### src/hw/rtl/gn_pkg.sv
`timescale 1ns / 1ps
// ----------------------------------------------------------------------------
// gn_pkg: shared types and constants for the group normalization block
// Holds field widths, configuration register indexes, item kinds, the queue
// entry format and the back-end state encoding.
// ----------------------------------------------------------------------------
package gn_pkg;

  localparam int unsigned SAMPLE_W   = 16;
  localparam int unsigned CHAN_W     = 6;
  localparam int unsigned NUM_CHAN   = 64;
  localparam int unsigned MAX_PLANE  = 4096;
  localparam int unsigned PLANE_W    = 13;
  localparam int unsigned POS_W      = 12;
  localparam int unsigned MAX_ELEMS  = 262144;
  localparam int unsigned CNT_W      = 19;
  localparam int unsigned SUM_W      = 35;
  localparam int unsigned SUMSQ_W    = 51;
  localparam int unsigned EPS_W      = 16;
  localparam int unsigned INV_W      = 24;
  localparam int unsigned DVD_W      = 51;
  localparam int unsigned DVS_W      = 33;
  localparam int unsigned SQRT_W     = 49;
  localparam int unsigned CFG_IDX_W  = 1;
  localparam int unsigned CFG_DATA_W = 16;
  localparam int unsigned TDATA_W    = 56;

  // configuration register indexes
  localparam logic [CFG_IDX_W-1:0] CFG_PLANE_SIZE = 1'd0;
  localparam logic [CFG_IDX_W-1:0] CFG_EPSILON    = 1'd1;

  // item kinds, also used as the queued operation
  typedef enum logic [1:0] {
    KIND_AFFINE = 2'd0,
    KIND_STAT   = 2'd1,
    KIND_NORM   = 2'd2
  } gn_kind_e;

  // one queued operation
  typedef struct packed {
    gn_kind_e                   op;
    logic signed [SAMPLE_W-1:0] sample;
    logic [CHAN_W-1:0]          chan;
    logic signed [SAMPLE_W-1:0] gamma;
    logic signed [SAMPLE_W-1:0] beta;
    logic                       last;
  } gn_cmd_t;

  // queue head as seen by the back end
  typedef struct packed {
    logic    empty;
    gn_cmd_t head;
  } gn_queue_t;

  typedef enum logic [3:0] {
    ST_IDLE,
    ST_N1,
    ST_N2,
    ST_N3,
    ST_MSTART,
    ST_MWAIT,
    ST_ESTART,
    ST_EWAIT,
    ST_VAR,
    ST_RSTART,
    ST_RWAIT,
    ST_SQRT,
    ST_FIN
  } gn_state_e;

endpackage

### src/hw/rtl/gn_fifo.sv
`timescale 1ns / 1ps
// ----------------------------------------------------------------------------
// gn_fifo: operation queue
// Short first-in first-out queue between the front and back ends.
// DEPTH must be a power of two, at least 2.
// ----------------------------------------------------------------------------
module gn_fifo import gn_pkg::*; #(
  parameter int unsigned DEPTH = 4
) (
  input  logic      clk_i,
  input  logic      rst_ni,
  input  logic      push_i,
  input  gn_cmd_t   cmd_i,
  output logic      full_o,
  input  logic      pop_i,
  output gn_queue_t queue_o
);

  localparam int unsigned PW = $clog2(DEPTH);
  localparam int unsigned CW = $clog2(DEPTH + 1);

  gn_cmd_t         mem_q [DEPTH];
  logic [PW-1:0]   wr_ptr_q, rd_ptr_q;
  logic [CW-1:0]   count_q, count_d;
  logic            do_push, do_pop;

  assign full_o        = (count_q == CW'(DEPTH));
  assign queue_o.empty = (count_q == '0);
  assign queue_o.head  = mem_q[rd_ptr_q];
  assign do_push       = push_i && !full_o;
  assign do_pop        = pop_i && !queue_o.empty;

  always_comb begin
    count_d = count_q;
    if (do_push && !do_pop) begin
      count_d = count_q + CW'(1);
    end else if (do_pop && !do_push) begin
      count_d = count_q - CW'(1);
    end
  end

  always_ff @(posedge clk_i or negedge rst_ni) begin
    if (!rst_ni) begin
      wr_ptr_q <= '0;
      rd_ptr_q <= '0;
      count_q  <= '0;
    end else begin
      count_q <= count_d;
      if (do_push) begin
        wr_ptr_q <= wr_ptr_q + PW'(1);
      end
      if (do_pop) begin
        rd_ptr_q <= rd_ptr_q + PW'(1);
      end
    end
  end

  // storage
  always_ff @(posedge clk_i) begin
    if (do_push) begin
      mem_q[wr_ptr_q] <= cmd_i;
    end
  end

endmodule

### config.mk
export PLATFORM = sky130hd
export DESIGN_NAME = gn_fifo
export DESIGN_NICKNAME = d
export VERILOG_FILES = /design/src/hw/rtl/gn_pkg.sv /design/src/hw/rtl/gn_fifo.sv
export SDC_FILE = /design/constraint.sdc
export NUM_CORES = 1
export LEC_CHECK = 0
export ABC_AREA = 1
export BUFFER_PORTS_ARGS = -buffer_cell sky130_fd_sc_hd__buf_2
export CAP_MARGIN = 20
export CORE_MARGIN = 2
export CORE_UTILIZATION = 45
export CTS_BUF_LIST = sky130_fd_sc_hd__clkbuf_2 sky130_fd_sc_hd__clkbuf_4 sky130_fd_sc_hd__clkbuf_8
export DETAILED_ROUTE_END_ITERATION = 16
export MAX_ROUTING_LAYER = met4
export PLACE_DENSITY_LB_ADDON = 0.25
export SYNTH_ARGS = -nofsm -noshare
export SYNTH_HDL_FRONTEND = slang
export SYNTH_SLANG_ARGS = --single-unit
### constraint.sdc
create_clock -name clk_i -period 4.92 [get_ports clk_i]
set_input_delay 0.492 -clock clk_i [delete_from_list [all_inputs] [get_ports clk_i]]
set_output_delay 0.492 -clock clk_i [all_outputs]
set_load 0.01 [all_outputs]
==> reports/qor.csv <==
metric,value,unit
Overflow after GRT,0,
TritonCTS clock tree,yes,
Synth Instances,727,
Synth Area per Inst,13.18,um2
gpl congestion,0.7815,
Critical Path RT,4430,ps
first-pass GRT wire length,27.48,mm
"FF+latch count, synth",235,
min-delay worst type,in2reg,
DRC Markers,0,
worst vdd ir,0.3232,mV
Crit path top cell by count,nand2_1,
Placeable Area,20960,um2
die area,22490,um2
RSZ-0062 raised after global routing,false,
Max Cap Violations,0,
number of vias per cell,4.824,
Crit Reg-Reg Endpoint,mem_q[3][39]$_DFFE_PP_,
fraction of layout cells with a size suffix above 1,0.2213,
CP startpoint kind,flop,
CTS Sinks,235,
area post-placement,10270,um2
Unique masters post-synth,17,
Tmin final,3190,ps
Synth Cell Area,9585,um2
"Net Count, Synth",794,
clock buffer depth,3,
clk_skew,19.69,ps
period utilization,0.6484,
placed insts,1091,
Die Y,150.0,um
Starting DRT DRC Count,275,
register area share after synthesis,0.7325,
Post-CTS Repair Setup Buffers,0,
Setup crit end,queue_o[54],
hold wc startpoint,cmd_i[4],
Routed WL,17.85,mm
slew margin rel.,0.3546,
critical path launch point,rd_ptr_q[0]$_DFFE_PN0P_,
"Hold-fix buffers, CTS",1,
Final Non-Filler Cells,1162,
area grow syn2layout,15.01,%
Core Rows,53,
worst-margin pin slew,968.0,ps
yosys warns,0,
P_leak,4.514,nW
worst-path maximum fanout,147,
largest net degree at the start of global routing,148,
Tot GR Track Use,0.1651,
R2R cell count,5,
f_max,313.5,MHz
hold slack,187.7,ps
Skew-Pair Late Insertion Delay,520,ps
number of global-route vias before repair,5322,
fin area,11020,um2
Setup CP Type,reg2out,
H-Tree Depth,2,
Die Wd,150.0,um
initial antenna violation count,4,
Max Transition Viols Final,0,
P per Cell Area,590.0,nW/um2
clk slew on worst S/H paths,50,ps
Critical Path Max Stage Delay,670,ps
r2r setup slk,2300,ps
PnR worst setup slack,1730,ps
Port-buffer cells,119,
Num CTS Buffers,38,
hpwl dp,10.46,mm
Via Count,5605,
Fillers,1789,
CTS root buffer,clkbuf_8,
final setup vio count,0,
# nets final,924,
initial core utilization,0.4574,
Top Ports,120,
WL/cell,15.36,um
reg-to-reg startpoint,count_q[0]$_DFFE_PN0P_,
Worst Setup Slack post-DPL,2254,ps
Util after Layout,0.5261,
crit-path cells,inv_6 -> buf_4 -> nand2_1 -> o211ai_1 -> nand2_1 -> buf_2,
Critical Path AT,2700,ps
Critical Path Slowest Stage Cell,inv_6,
TNS Setup,0,ps
"antenna viol nets, final",0,
status,finished clean,
Design Power,6.504,mW
Final Hold Vio Count,0,
Critical Path End Type,primary output,
TritonRoute pass-1 iters,4,
CTS resizes,0,
[synthesized netlist by cell type]
library cell  count  area [um2]
edfxtp_1        228        6847
nand2_1         188       705.7
inv_1           130       488.0
o211ai_1        114       855.8
buf_6            25       281.5
dfrtp_1           7       175.2
nand3_1           7       35.03
buf_4             5       37.54
ha_1              5       62.56
buf_2             4       20.02
clkbuf_1          4       15.01
nor2_1            4       15.01
inv_2             2       7.510
fa_1              1       20.02
nand4_1           1       6.260
o21ai_0           1       5.000
xnor2_1           1       8.760
[final cells by class]
class / instances / area (um2) / share of cell area
flip-flops and latches: 235 / 7023 / 0.6370
multi-input cells: 322 / 1744 / 0.1582
repair buffers: 128 / 665.6 / 0.06038
clock buffers: 55 / 663.1 / 0.06015
inverters: 132 / 500.5 / 0.04540
well taps: 275 / 344.1 / 0.03121
clock inverters: 9 / 68.82 / 0.006242
diodes: 6 / 15.01 / 0.001362
[cell usage in the layout, fill, tap and decap left out]
master	n
clkinv_2	4
diode_2	6
o211ai_1	114
edfxtp_1	228
dfrtp_2	1
clkinv_1	3
inv_2	1
nand3_1	7
dlygate4sd3_1	1
ha_1	5
clkbuf_4	15
buf_4	8
clkinvlp_4	1
clkbuf_8	40
inv_6	1
nand4_1	1
bufinv_16	1
xnor2_1	1
fa_1	1
nand2_1	188
dfrtp_1	6
inv_1	130
buf_2	119
nor2_4	4
o21ai_0	1
[power by group]
part	switching, mW	internal (mW)	total (mW)
clock	0.696	0.914	1.61
combinational	1.47	0.695	2.16
sequential	0.0968	2.64	2.73
[cell families (layout without fill, tap and decap cells)]
kind of cell	Yosys count	after routing	synth area share
simple gates	200	200	0.07949
xor+xnor	1	1	0.0009139
other cells	0	6	0
buf+inv	170	324	0.08863
fa+ha+maj	6	6	0.008615
compound gates	115	115	0.08980
flops	235	235	0.7325
[worst min path at each step]
stage / to / cells after the start
finish: mem_q[1][4]$_DFFE_PP_ / 1
CTS: mem_q[3][10]$_DFFE_PP_ / 1
detailed placement: count_q[0]$_DFFE_PN0P_ / 1
floorplan: count_q[0]$_DFFE_PN0P_ / 0
global route: mem_q[2][14]$_DFFE_PP_ / 1
global placement: count_q[0]$_DFFE_PN0P_ / 1
[per-layer routing]
metal,GRT usage,part of all wire
met4,0.06179,0.027
met1,0.2045,0.43
met3,0.04604,0.062
met2,0.2603,0.48
met5,-,0
[critical path, delay by kind of cell, from the launching register on]
kind | cells | cell delay [ps]
flops | 1 | 440
compound gates | 1 | 100
buf+inv | 3 | 1340
simple gates | 2 | 230
[sequential cells by signal (all words and copies together) (netlist names)]
register,cells
wr_ptr_q,2
count_q,3
mem_q,228
rd_ptr_q,2
Note: power is estimated with default switching activity, not from simulation.
