--- src/hw/rtl/gn_pkg.sv ---
`timescale 1ns / 1ps
// ----------------------------------------------------------------------------
// gn_pkg: shared types and constants for the group normalization block
// Holds field widths, configuration register indexes, item kinds, the queue
// entry format and the back-end state encoding.
// ----------------------------------------------------------------------------
package gn_pkg;

  localparam int unsigned SAMPLE_W   = 16;
  localparam int unsigned CHAN_W     = 6;
  localparam int unsigned NUM_CHAN   = 64;
  localparam int unsigned MAX_PLANE  = 4096;
  localparam int unsigned PLANE_W    = 13;
  localparam int unsigned POS_W      = 12;
  localparam int unsigned MAX_ELEMS  = 262144;
  localparam int unsigned CNT_W      = 19;
  localparam int unsigned SUM_W      = 35;
  localparam int unsigned SUMSQ_W    = 51;
  localparam int unsigned EPS_W      = 16;
  localparam int unsigned INV_W      = 24;
  localparam int unsigned DVD_W      = 51;
  localparam int unsigned DVS_W      = 33;
  localparam int unsigned SQRT_W     = 49;
  localparam int unsigned CFG_IDX_W  = 1;
  localparam int unsigned CFG_DATA_W = 16;
  localparam int unsigned TDATA_W    = 56;

  // configuration register indexes
  localparam logic [CFG_IDX_W-1:0] CFG_PLANE_SIZE = 1'd0;
  localparam logic [CFG_IDX_W-1:0] CFG_EPSILON    = 1'd1;

  // item kinds, also used as the queued operation
  typedef enum logic [1:0] {
    KIND_AFFINE = 2'd0,
    KIND_STAT   = 2'd1,
    KIND_NORM   = 2'd2
  } gn_kind_e;

  // one queued operation
  typedef struct packed {
    gn_kind_e                   op;
    logic signed [SAMPLE_W-1:0] sample;
    logic [CHAN_W-1:0]          chan;
    logic signed [SAMPLE_W-1:0] gamma;
    logic signed [SAMPLE_W-1:0] beta;
    logic                       last;
  } gn_cmd_t;

  // queue head as seen by the back end
  typedef struct packed {
    logic    empty;
    gn_cmd_t head;
  } gn_queue_t;

  typedef enum logic [3:0] {
    ST_IDLE,
    ST_N1,
    ST_N2,
    ST_N3,
    ST_MSTART,
    ST_MWAIT,
    ST_ESTART,
    ST_EWAIT,
    ST_VAR,
    ST_RSTART,
    ST_RWAIT,
    ST_SQRT,
    ST_FIN
  } gn_state_e;

endpackage

--- src/hw/rtl/gn_front.sv ---
`timescale 1ns / 1ps
// ----------------------------------------------------------------------------
// gn_front: input classification
// Accepts items, drops unknown kinds, tags normalize items with their channel
// by counting plane positions, and pushes operations into the queue.
// ----------------------------------------------------------------------------
module gn_front import gn_pkg::*; (
  input  logic               clk_i,
  input  logic               rst_ni,
  input  logic               s_axis_tvalid,
  output logic               s_axis_tready,
  input  logic [TDATA_W-1:0] s_axis_tdata,
  input  logic [1:0]         s_axis_tuser,
  input  logic               s_axis_tlast,
  input  logic [PLANE_W-1:0] plane_size_i,
  input  logic               q_full_i,
  output logic               push_o,
  output gn_cmd_t            cmd_o
);

  logic [POS_W-1:0]   plane_pos_q, plane_pos_d;
  logic [CHAN_W-1:0]  chan_pos_q, chan_pos_d;
  logic [PLANE_W-1:0] ps;
  logic [PLANE_W-1:0] pos_inc;
  logic               accept, is_affine, is_stat, is_norm;

  assign s_axis_tready = !q_full_i;
  assign accept    = s_axis_tvalid && s_axis_tready;
  assign is_affine = (s_axis_tuser == KIND_AFFINE);
  assign is_stat   = (s_axis_tuser == KIND_STAT);
  assign is_norm   = (s_axis_tuser == KIND_NORM);
  assign push_o    = accept && (is_affine || is_stat || is_norm);

  // build the queue entry
  always_comb begin
    cmd_o.op     = is_affine ? KIND_AFFINE : (is_stat ? KIND_STAT : KIND_NORM);
    cmd_o.sample = s_axis_tdata[15:0];
    cmd_o.chan   = is_norm ? chan_pos_q : s_axis_tdata[21:16];
    cmd_o.gamma  = s_axis_tdata[37:22];
    cmd_o.beta   = s_axis_tdata[53:38];
    cmd_o.last   = s_axis_tlast && !is_affine;
  end

  // clamp plane size to 1..MAX_PLANE
  always_comb begin
    ps = plane_size_i;
    if (plane_size_i == '0) begin
      ps = PLANE_W'(1);
    end else if (plane_size_i > PLANE_W'(MAX_PLANE)) begin
      ps = PLANE_W'(MAX_PLANE);
    end
  end

  // position counters, channel wraps with its width
  always_comb begin
    pos_inc     = {1'b0, plane_pos_q} + PLANE_W'(1);
    plane_pos_d = plane_pos_q;
    chan_pos_d  = chan_pos_q;
    if (accept && is_norm) begin
      if (s_axis_tlast) begin
        plane_pos_d = '0;
        chan_pos_d  = '0;
      end else if (pos_inc >= ps) begin
        plane_pos_d = '0;
        chan_pos_d  = chan_pos_q + CHAN_W'(1);
      end else begin
        plane_pos_d = pos_inc[POS_W-1:0];
      end
    end
  end

  always_ff @(posedge clk_i or negedge rst_ni) begin
    if (!rst_ni) begin
      plane_pos_q <= '0;
      chan_pos_q  <= '0;
    end else begin
      plane_pos_q <= plane_pos_d;
      chan_pos_q  <= chan_pos_d;
    end
  end

endmodule

--- config.mk ---
export PLATFORM = sky130hd
export DESIGN_NAME = gn_front
export DESIGN_NICKNAME = d
export VERILOG_FILES = /design/src/hw/rtl/gn_pkg.sv /design/src/hw/rtl/gn_front.sv
export SDC_FILE = /design/constraint.sdc
export NUM_CORES = 1
export LEC_CHECK = 0
export BUFFER_PORTS_ARGS = -buffer_cell sky130_fd_sc_hd__buf_2
export CORE_MARGIN = 3
export CORE_UTILIZATION = 41
export DETAILED_ROUTE_END_ITERATION = 10
export HOLD_SLACK_MARGIN = 0.1
export PLACE_DENSITY_LB_ADDON = 0.25
export SYNTH_ARGS = -nofsm -noshare
export SYNTH_HDL_FRONTEND = slang
export SYNTH_SLANG_ARGS = --single-unit
--- constraint.sdc ---
create_clock -name clk_i -period 3.1 [get_ports clk_i]
set_input_delay 0.31 -clock clk_i [delete_from_list [all_inputs] [get_ports clk_i]]
set_output_delay 0.31 -clock clk_i [all_outputs]
set_load 0.005 [all_outputs]
==> insert_results.sql, run 1 <==
INSERT INTO impl_metrics (metric_group, metric, value, unit) VALUES
('grt', 'grt_overflow', '0', ''),
('clock_network', 'clock_tree.buffer_depth', '2', ''),
('die', 'dieArea', '5380', 'µm²'),
('final_layout', 'antennaDiodeCount', '0', ''),
('placed_design', 'portBuffers', '36', ''),
('hold_path', 'min_path_cells', '2', ''),
('critical_path', 'timing.critical_path.cells', 'ha_1 -> and3_1 -> and4_1 -> xor2_1 -> ha_1 -> o2111ai_1 -> a31o_2 -> o21ai_2 -> and2_4 -> mux2_4', ''),
('drt', 'drtPass1Iterations', '4', ''),
('critical_path', 'regToRegSetupSlack', '0.20', 'ns'),
('placed_design', 'dp_worst_slack', '0.137', 'ns'),
('synth', 'synth.ff_latch_count', '18', ''),
('drt', 'routed-via-count', '1449', ''),
('critical_path', 'timing_worst_setup_path_type', 'reg -> reg', ''),
('synth', 'avgSynthCellArea', '8.09', 'µm²'),
('critical_path', 'critPathMaxStageDelay', '0.43', 'ns'),
('critical_path', 'ff2ff_path_depth', '10', ''),
('synth', 'post-synth-top-area-cell', 'sky130_fd_sc_hd__dfrtp_1', ''),
('sta', 'max_freq', '0.345', 'GHz'),
('final_layout', 'final_nets', '316', ''),
('power', 'vdd.ir_drop.worst', '204', 'µV'),
('die', 'num_io_pins', '135', ''),
('power', 'share_comb_of_total_power', '0.264', ''),
('critical_path', 'critPathCaptureType', 'register', ''),
('sta', 'grt_setup_unrepaired', 'false', ''),
('clock_network', 'cts_htree_levels', '1', ''),
('die', 'die_width', '73.4', 'µm'),
('sta', 'min_period_over_period', '0.936', ''),
('power', 'total_leakage_power', '0.944', 'nW'),
('clock_network', 'ctsRootBufferMaster', 'sky130_fd_sc_hd__clkbuf_8', ''),
('sta', 'worst_pin_slew', '0.435', 'ns'),
('sta', 'report.final.slew_viol_count', '0', ''),
('drt', 'ant_nets', '0', ''),
('hold_path', 'holdCritPathClass', 'in -> reg', ''),
('power', 'power_switching', '0.174', 'mW'),
('clock_network', 'insertion_delay', '0.25', 'ns'),
('drt', 'vias_per_cell', '5.29', ''),
('die', 'core_region_area', '4170', 'µm²'),
('clock_network', 'cts_tree', 'built', ''),
('synth', 'synth.top_cell.area_share', '0.242', ''),
('synth', 'async_reset_ff_frac', '1.00', ''),
('synth', 'synth.area.top_cells', 'sky130_fd_sc_hd__dfrtp_1, sky130_fd_sc_hd__buf_4, sky130_fd_sc_hd__ha_1, sky130_fd_sc_hd__nand2_1, sky130_fd_sc_hd__o21ai_0', ''),
('sta', 'report.final.hold_viol_count', '0', ''),
('critical_path', 'critical_path.top_delay_family', 'simple AND/OR/NAND/NOR gates', ''),
('die', 'placementRows', '23', ''),
('synth', 'syn_warnings', '0', ''),
('critical_path', 'worstSetupStartpointType', 'register', ''),
('synth', 'ys_types', '41', ''),
('drt', 'wirelength', '3580', 'µm'),
('sta', 'final.min_clock_period', '2.90', 'ns'),
('power', 'intPower', '0.446', 'mW'),
('grt', 'grt_max_degree', '19', ''),
('sta', 'final.setup_skew', '0.00401', 'ns'),
('synth', 'synth.most_common_cell', 'sky130_fd_sc_hd__buf_4', ''),
('drt', 'avgRoutedWirePerCell', '13.1', 'µm'),
('drt', 'drtIter0Drc', '23', ''),
('grt', 'grt_pass1_wl', '6220', 'µm'),
('critical_path', 'critical_path_buf_inv_count', '0', ''),
('job', 'max_cap_violations', '0', ''),
('sta', 'finalSetupViolations', '0', ''),
('clock_network', 'cts.sink_count', '18', ''),
('sta', 'max-slew-margin-rel', '0.709', ''),
('die', 'starting_density_of_the_core', '0.446', ''),
('run_status', 'status', 'complete, no violations', ''),
('synth', 'synth_edf_count', '0', ''),
('synth', 'sequential_fraction_of_the_synthesis_area', '0.242', ''),
('die', 'die_y', '73.4', 'µm'),
('critical_path', 'critPathArrivalTime', '3.04', 'ns'),
('sta', 'setup_tns', '0', 'ns'),
('power', 'swShare', '0.281', ''),
('synth', 'ys_top_cells_by_count', 'sky130_fd_sc_hd__buf_4, sky130_fd_sc_hd__nand2_1, sky130_fd_sc_hd__dfrtp_1, sky130_fd_sc_hd__o21ai_0, sky130_fd_sc_hd__ha_1', ''),
('grt', 'grt_pass1_vias', '1432', '');
-- power by group through the flow --
stage / Clock [mW] / Sequential (mW) / Combinational [mW]
floorplan: 0 / 0.268 / 0.146
global placement: 0 / 0.269 / 0.157
detailed placement: 0 / 0.270 / 0.158
CTS: 0.200 / 0.265 / 0.159
global route: 0.207 / 0.269 / 0.188
finish: 0.191 / 0.266 / 0.163
-- logic make-up (layout without fill, tap and decap cells) --
kind of cell               count (synthesis)  count (layout)  synth area share
and+or+nand+nor                           80              80             0.211
buffers and inverters                     63              57             0.228
AOI/OAI and AO/OA                         39              39             0.137
DFF                                       18              18             0.242
adders and majority gates                 15              15             0.101
xor gates and xnor gates                  10              10            0.0471
muxes                                      5               5            0.0343
-- routing by layer --
| metal | global-route usage | vias to the layer above | part of all wire |
|---|---|---|---|
| li1 | - | 744 | - |
| met1 | 0.189 | 655 | 0.49 |
| met2 | 0.230 | 48 | 0.43 |
| met3 | 0.0342 | 2 | 0.076 |
| met4 | 0.0221 | 0 | 0.0025 |
| met5 | 0 | - | 0 |
-- final cells by class --
class / instances / area (µm²)
fillers: 411 / 2320
repair buffers: 46 / 258
clock buffers: 4 / 55.1
multi-input cells: 149 / 1000
flip-flops and latches: 18 / 450
inverters: 7 / 26.3
well taps: 50 / 62.6
-- flip-flops by register name (all words and copies together) (netlist names) --
| name | cells |
|---|---|
| plane_pos_q | 12 |
| chan_pos_q | 6 |
-- path summary, 6_finish.rpt --
path | from | endpoint
max in group asynchronous | rst_ni | plane_pos_q[4]
worst max-delay path | plane_pos_q[1] | chan_pos_q[1]
worst min-delay path | s_axis_tlast | chan_pos_q[3]
worst min register to register | plane_pos_q[3] | plane_pos_q[3]
min in group asynchronous | rst_ni | chan_pos_q[1]
worst max register to register | plane_pos_q[1] | chan_pos_q[1]
-- what timing repair did --
action,in CTS,in global routing
hold buffers,1,0
setup buffers,0,1
hold endpoints to repair,18,0
endpoints found under the setup margin,0,10
gates resized for setup,0,5
-- through the flow --
stage	instances	utilization	instance area, µm²
finish	274	0.445	1860
global route	274	0.445	1860
CTS	273	0.439	1830
floorplan	230	-	1860
global placement	268	0.423	1770
detailed placement	268	0.423	1770
-- layout by cell type (no fill, tap or decap), types with 3 or more instances in the layout --
master / synthesis / layout
sky130_fd_sc_hd__mux2_2: 3 / 3
sky130_fd_sc_hd__dfrtp_1: 18 / 18
sky130_fd_sc_hd__inv_1: 7 / 7
sky130_fd_sc_hd__buf_2: 0 / 36
sky130_fd_sc_hd__a22o_1: 5 / 5
sky130_fd_sc_hd__nand2_1: 34 / 34
sky130_fd_sc_hd__nor3_1: 4 / 4
sky130_fd_sc_hd__clkbuf_8: 0 / 4
sky130_fd_sc_hd__nor2b_1: 5 / 5
sky130_fd_sc_hd__nor2_1: 8 / 8
sky130_fd_sc_hd__nand4_1: 5 / 5
sky130_fd_sc_hd__o211ai_1: 3 / 3
sky130_fd_sc_hd__and3_1: 3 / 3
sky130_fd_sc_hd__buf_4: 48 / 9
sky130_fd_sc_hd__ha_1: 15 / 15
sky130_fd_sc_hd__xnor2_1: 8 / 7
sky130_fd_sc_hd__nand3_1: 8 / 8
sky130_fd_sc_hd__o21ai_0: 16 / 16
sky130_fd_sc_hd__a21oi_1: 4 / 4
Power figures use the tool's default switching activity.
==> inputs of run 2 (changes only) <==
--- a/config.mk
+++ b/config.mk
@@ -6,8 +6,7 @@
 export NUM_CORES = 1
 export LEC_CHECK = 0
 export BUFFER_PORTS_ARGS = -buffer_cell sky130_fd_sc_hd__buf_2
-export CORE_MARGIN = 3
-export CORE_UTILIZATION = 41
+export CORE_UTILIZATION = 37
 export DETAILED_ROUTE_END_ITERATION = 10
 export HOLD_SLACK_MARGIN = 0.1
 export PLACE_DENSITY_LB_ADDON = 0.25
==> constraint.sdc (replaced) <==
create_clock -name clk_i -period 2.45 [get_ports clk_i]
set_input_delay 0.245 -clock clk_i [delete_from_list [all_inputs] [get_ports clk_i]]
set_output_delay 0.245 -clock clk_i [all_outputs]
set_load 0.005 [all_outputs]
==> run 2 against run 1 <==
  * Routed wire length rose by 10%
  * The run now ends with setup timing left
  * Clock skew barely moved
  * Sequential power rose by 28%
  * First-iteration DRC count rose by 87%
  * Utilization rose by 1.1 points
  * Clock power rose by 27%
==> insert_results.sql, run 2 (synthesis gave the netlist of run 1 again) <==
INSERT INTO impl_metrics (metric_group, metric, value, unit) VALUES
('critical_path', 'ff2ff_path_depth', '11', ''),
('sta', 'max_freq', '0.373', 'GHz'),
('grt', 'grt_pass1_wl', '6460', 'µm'),
('drt', 'drtIter0Drc', '43', ''),
('die', 'placementRows', '25', ''),
('clock_network', 'cts_inserted_buffers', '3', ''),
('die', 'starting_density_of_the_core', '0.389', ''),
('grt', 'use_met2', '0.247', ''),
('die', 'core_region_area', '4790', 'µm²'),
('clock_network', 'cts_htree_levels', '1', ''),
('power', 'design_power_total', '0.853', 'mW'),
('sta', 'max-slew-margin-rel', '0.719', ''),
('final_layout', 'final_nets', '344', ''),
('die', 'die_width', '72.9', 'µm'),
('drt', 'avgRoutedWirePerCell', '12.4', 'µm'),
('drt', 'wirelength', '3950', 'µm'),
('power', 'powerDensity', '391', 'nW/µm²'),
('grt', 'grt_max_degree', '19', ''),
('clock_network', 'cts_tree', 'built', ''),
('placed_design', 'portBuffers', '36', ''),
('critical_path', 'crit_start', 'plane_pos_q[1]', ''),
('sta', 'setup_slack', '-0.233', 'ns'),
('grt', 'grt.busiest_layer', 'met2', ''),
('sta', 'final.setup_skew', '0.00417', 'ns'),
('grt', 'grt_pass1_vias', '1455', ''),
('clock_network', 'cts.sink_count', '18', ''),
('run_status', 'status', 'complete, but fails checks', ''),
('grt', 'globalRouteMet3Util', '0.0221', ''),
('sta', 'worst_pin_slew', '0.421', 'ns'),
('power', 'vdd.ir_drop.worst', '180', 'µV'),
('power', 'total_leakage_power', '1.10', 'nW'),
('critical_path', 'critical_path.reg2reg.startpoint', 'plane_pos_q[1]', ''),
('sta', 'report.final.hold_viol_count', '0', ''),
('placed_design', 'dp_worst_slack', '-0.342', 'ns'),
('critical_path', 'critPathCaptureType', 'register', ''),
('clock_network', 'clock_tree.buffer_depth', '2', ''),
('final_layout', 'top_register', 'plane_pos_q', ''),
('critical_path', 'regToRegSetupSlack', '-0.23', 'ns'),
('final_layout', 'area_growth', '17.4', '%'),
('grt', 'grt.total_usage', '0.158', ''),
('grt', 'grt_use_met1', '0.217', ''),
('die', 'die_y', '72.9', 'µm'),
('drt', 'drtPass1Iterations', '4', ''),
('critical_path', 'crit_fanout', '4', ''),
('drt', 'routed-via-count', '1527', ''),
('placed_design', 'place_congestion', '0.779', ''),
('clock_network', 'cts.clk_slew.worst_paths', '0.07', 'ns'),
('final_layout', 'multiInputGateArea', '1090', 'µm²'),
('sta', 'min_period_over_period', '1.10', ''),
('drt', 'vias_per_cell', '4.79', ''),
('final_layout', 'post_route_cells_drive_above_1_share', '0.401', ''),
('job', 'max_cap_violations', '0', ''),
('grt', 'number_of_antenna_violations_at_the_first_check_in_global_routing', '0', ''),
('die', 'dieArea', '5320', 'µm²'),
('grt', 'grt_overflow', '0', ''),
('critical_path', 'rr_endpoint', 'chan_pos_q[1]', ''),
('final_layout', 'reg.largest.list', 'plane_pos_q (12), chan_pos_q (6)', ''),
('drt', 'drc_errors', '0', ''),
('placed_design', 'dp_hpwl', '3150', 'µm'),
('sta', 'report.final.slew_viol_count', '0', ''),
('clock_network', 'insertion_delay', '0.25', 'ns'),
('critical_path', 'crit_path_end', 'chan_pos_q[1]', ''),
('critical_path', 'required', '2.59', 'ns'),
('critical_path', 'worstSetupStartpointType', 'register', ''),
('final_layout', 'final.fill_count', '488', ''),
('final_layout', 'antennaDiodeCount', '0', ''),
('final_layout', 'layout_common_cells', 'sky130_fd_sc_hd__buf_2, sky130_fd_sc_hd__buf_4, sky130_fd_sc_hd__nand2_1', ''),
('critical_path', 'timing_worst_setup_path_type', 'reg -> reg', ''),
('sta', 'finalSetupViolations', '18', ''),
('die', 'num_io_pins', '135', ''),
('final_layout', 'ff_latch_area', '450', 'µm²'),
('critical_path', 'crit_path_slowest_cell', 'sky130_fd_sc_hd__dfrtp_1', ''),
('final_layout', 'largest_register_ff_count', '12', ''),
('drt', 'ant_nets', '0', ''),
('clock_network', 'ctsRootBufferMaster', 'sky130_fd_sc_hd__clkbuf_8', ''),
('hold_path', 'holdCritPathClass', 'in -> reg', ''),
('critical_path', 'critPathArrivalTime', '2.82', 'ns'),
('sta', 'final.min_clock_period', '2.68', 'ns'),
('final_layout', 'mostFrequentLayoutCell', 'sky130_fd_sc_hd__buf_2', ''),
('critical_path', 'critPathMaxStageDelay', '0.43', 'ns'),
('critical_path', 'timing.critical_path.cells', 'buf_6 -> and4_4 -> nand4_1 -> xnor2_2 -> ha_1 -> a21o_1 -> a211o_1 -> a41oi_2 -> o21ai_4 -> and2_4 -> mux2_4', ''),
('sta', 'grt_setup_unrepaired', 'true', ''),
('run_status', 'failed_checks', 'setup timing', '');
-- run 2: per-layer routing --
layer	wire (µm)	part of all wire
met4	62	0.016
met1	1960	0.50
met5	0	0
met3	207	0.052
met2	1720	0.43
-- run 2: per-stage QoR --
step / hold WS (ns) / area [µm²] / setup TNS [ns] / util / std cells
after CTS: 0.325 / 2110 / -2.82 / 0.441 / 316
final: 0.328 / 2180 / -2.79 / 0.456 / 319
after floorplan: -0.0506 / 1910 / -1.68 / - / 230
after detailed placement: 0.207 / 2010 / -4.88 / 0.421 / 309
after global placement: 0.205 / 2010 / -4.25 / 0.421 / 309
after global routing: 0.349 / 2180 / -5.08 / 0.456 / 319
-- run 2: what timing repair did --
item	4_1_cts	5_1_grt
hold buffers	1	0
hold endpoints to repair	18	0
pin swaps	5	8
setup buffers	2	3
setup endpoints to repair	18	18
resized for setup	8	13
-- run 2: area by class of cell --
class	instances	area share
inverters	7	0.0120
clock buffers	4	0.0252
multi-input cells	149	0.500
flip-flops and latches	18	0.206
repair buffers	74	0.218
well taps	67	0.0384
-- run 2: how the worst min path moves through the flow --
stage / endpoint / cells after the start / slack (ns) / startpoint
3_3_place_gp: plane_pos_q[2] / 1 / 0.20 / rst_ni
5_1_grt: chan_pos_q[3] / 2 / 0.35 / s_axis_tlast
4_1_cts: chan_pos_q[3] / 2 / 0.33 / s_axis_tlast
2_1_floorplan: chan_pos_q[0] / 0 / -0.05 / rst_ni
6_report: chan_pos_q[3] / 2 / 0.33 / s_axis_tlast
3_5_place_dp: plane_pos_q[3] / 1 / 0.21 / rst_ni
-- run 2: power breakdown --
group          internal (mW)  switching, mW  leakage, nW
Combinational          0.151          0.120        0.844
Sequential             0.315         0.0243        0.228
Clock                  0.143         0.0992       0.0288
Total                  0.609          0.244         1.10
-- run 2: critical path: cells and delay by family (launching register included) --
kind / cells / cell delay, ns
AO/OA/AOI/OAI: 4 / 0.72
XOR/XNOR: 1 / 0.18
adder cells (fa/ha/maj): 1 / 0.30
buffers and inverters: 1 / 0.12
flip-flops: 1 / 0.43
multiplexers: 1 / 0.29
AND/OR/NAND/NOR: 3 / 0.54
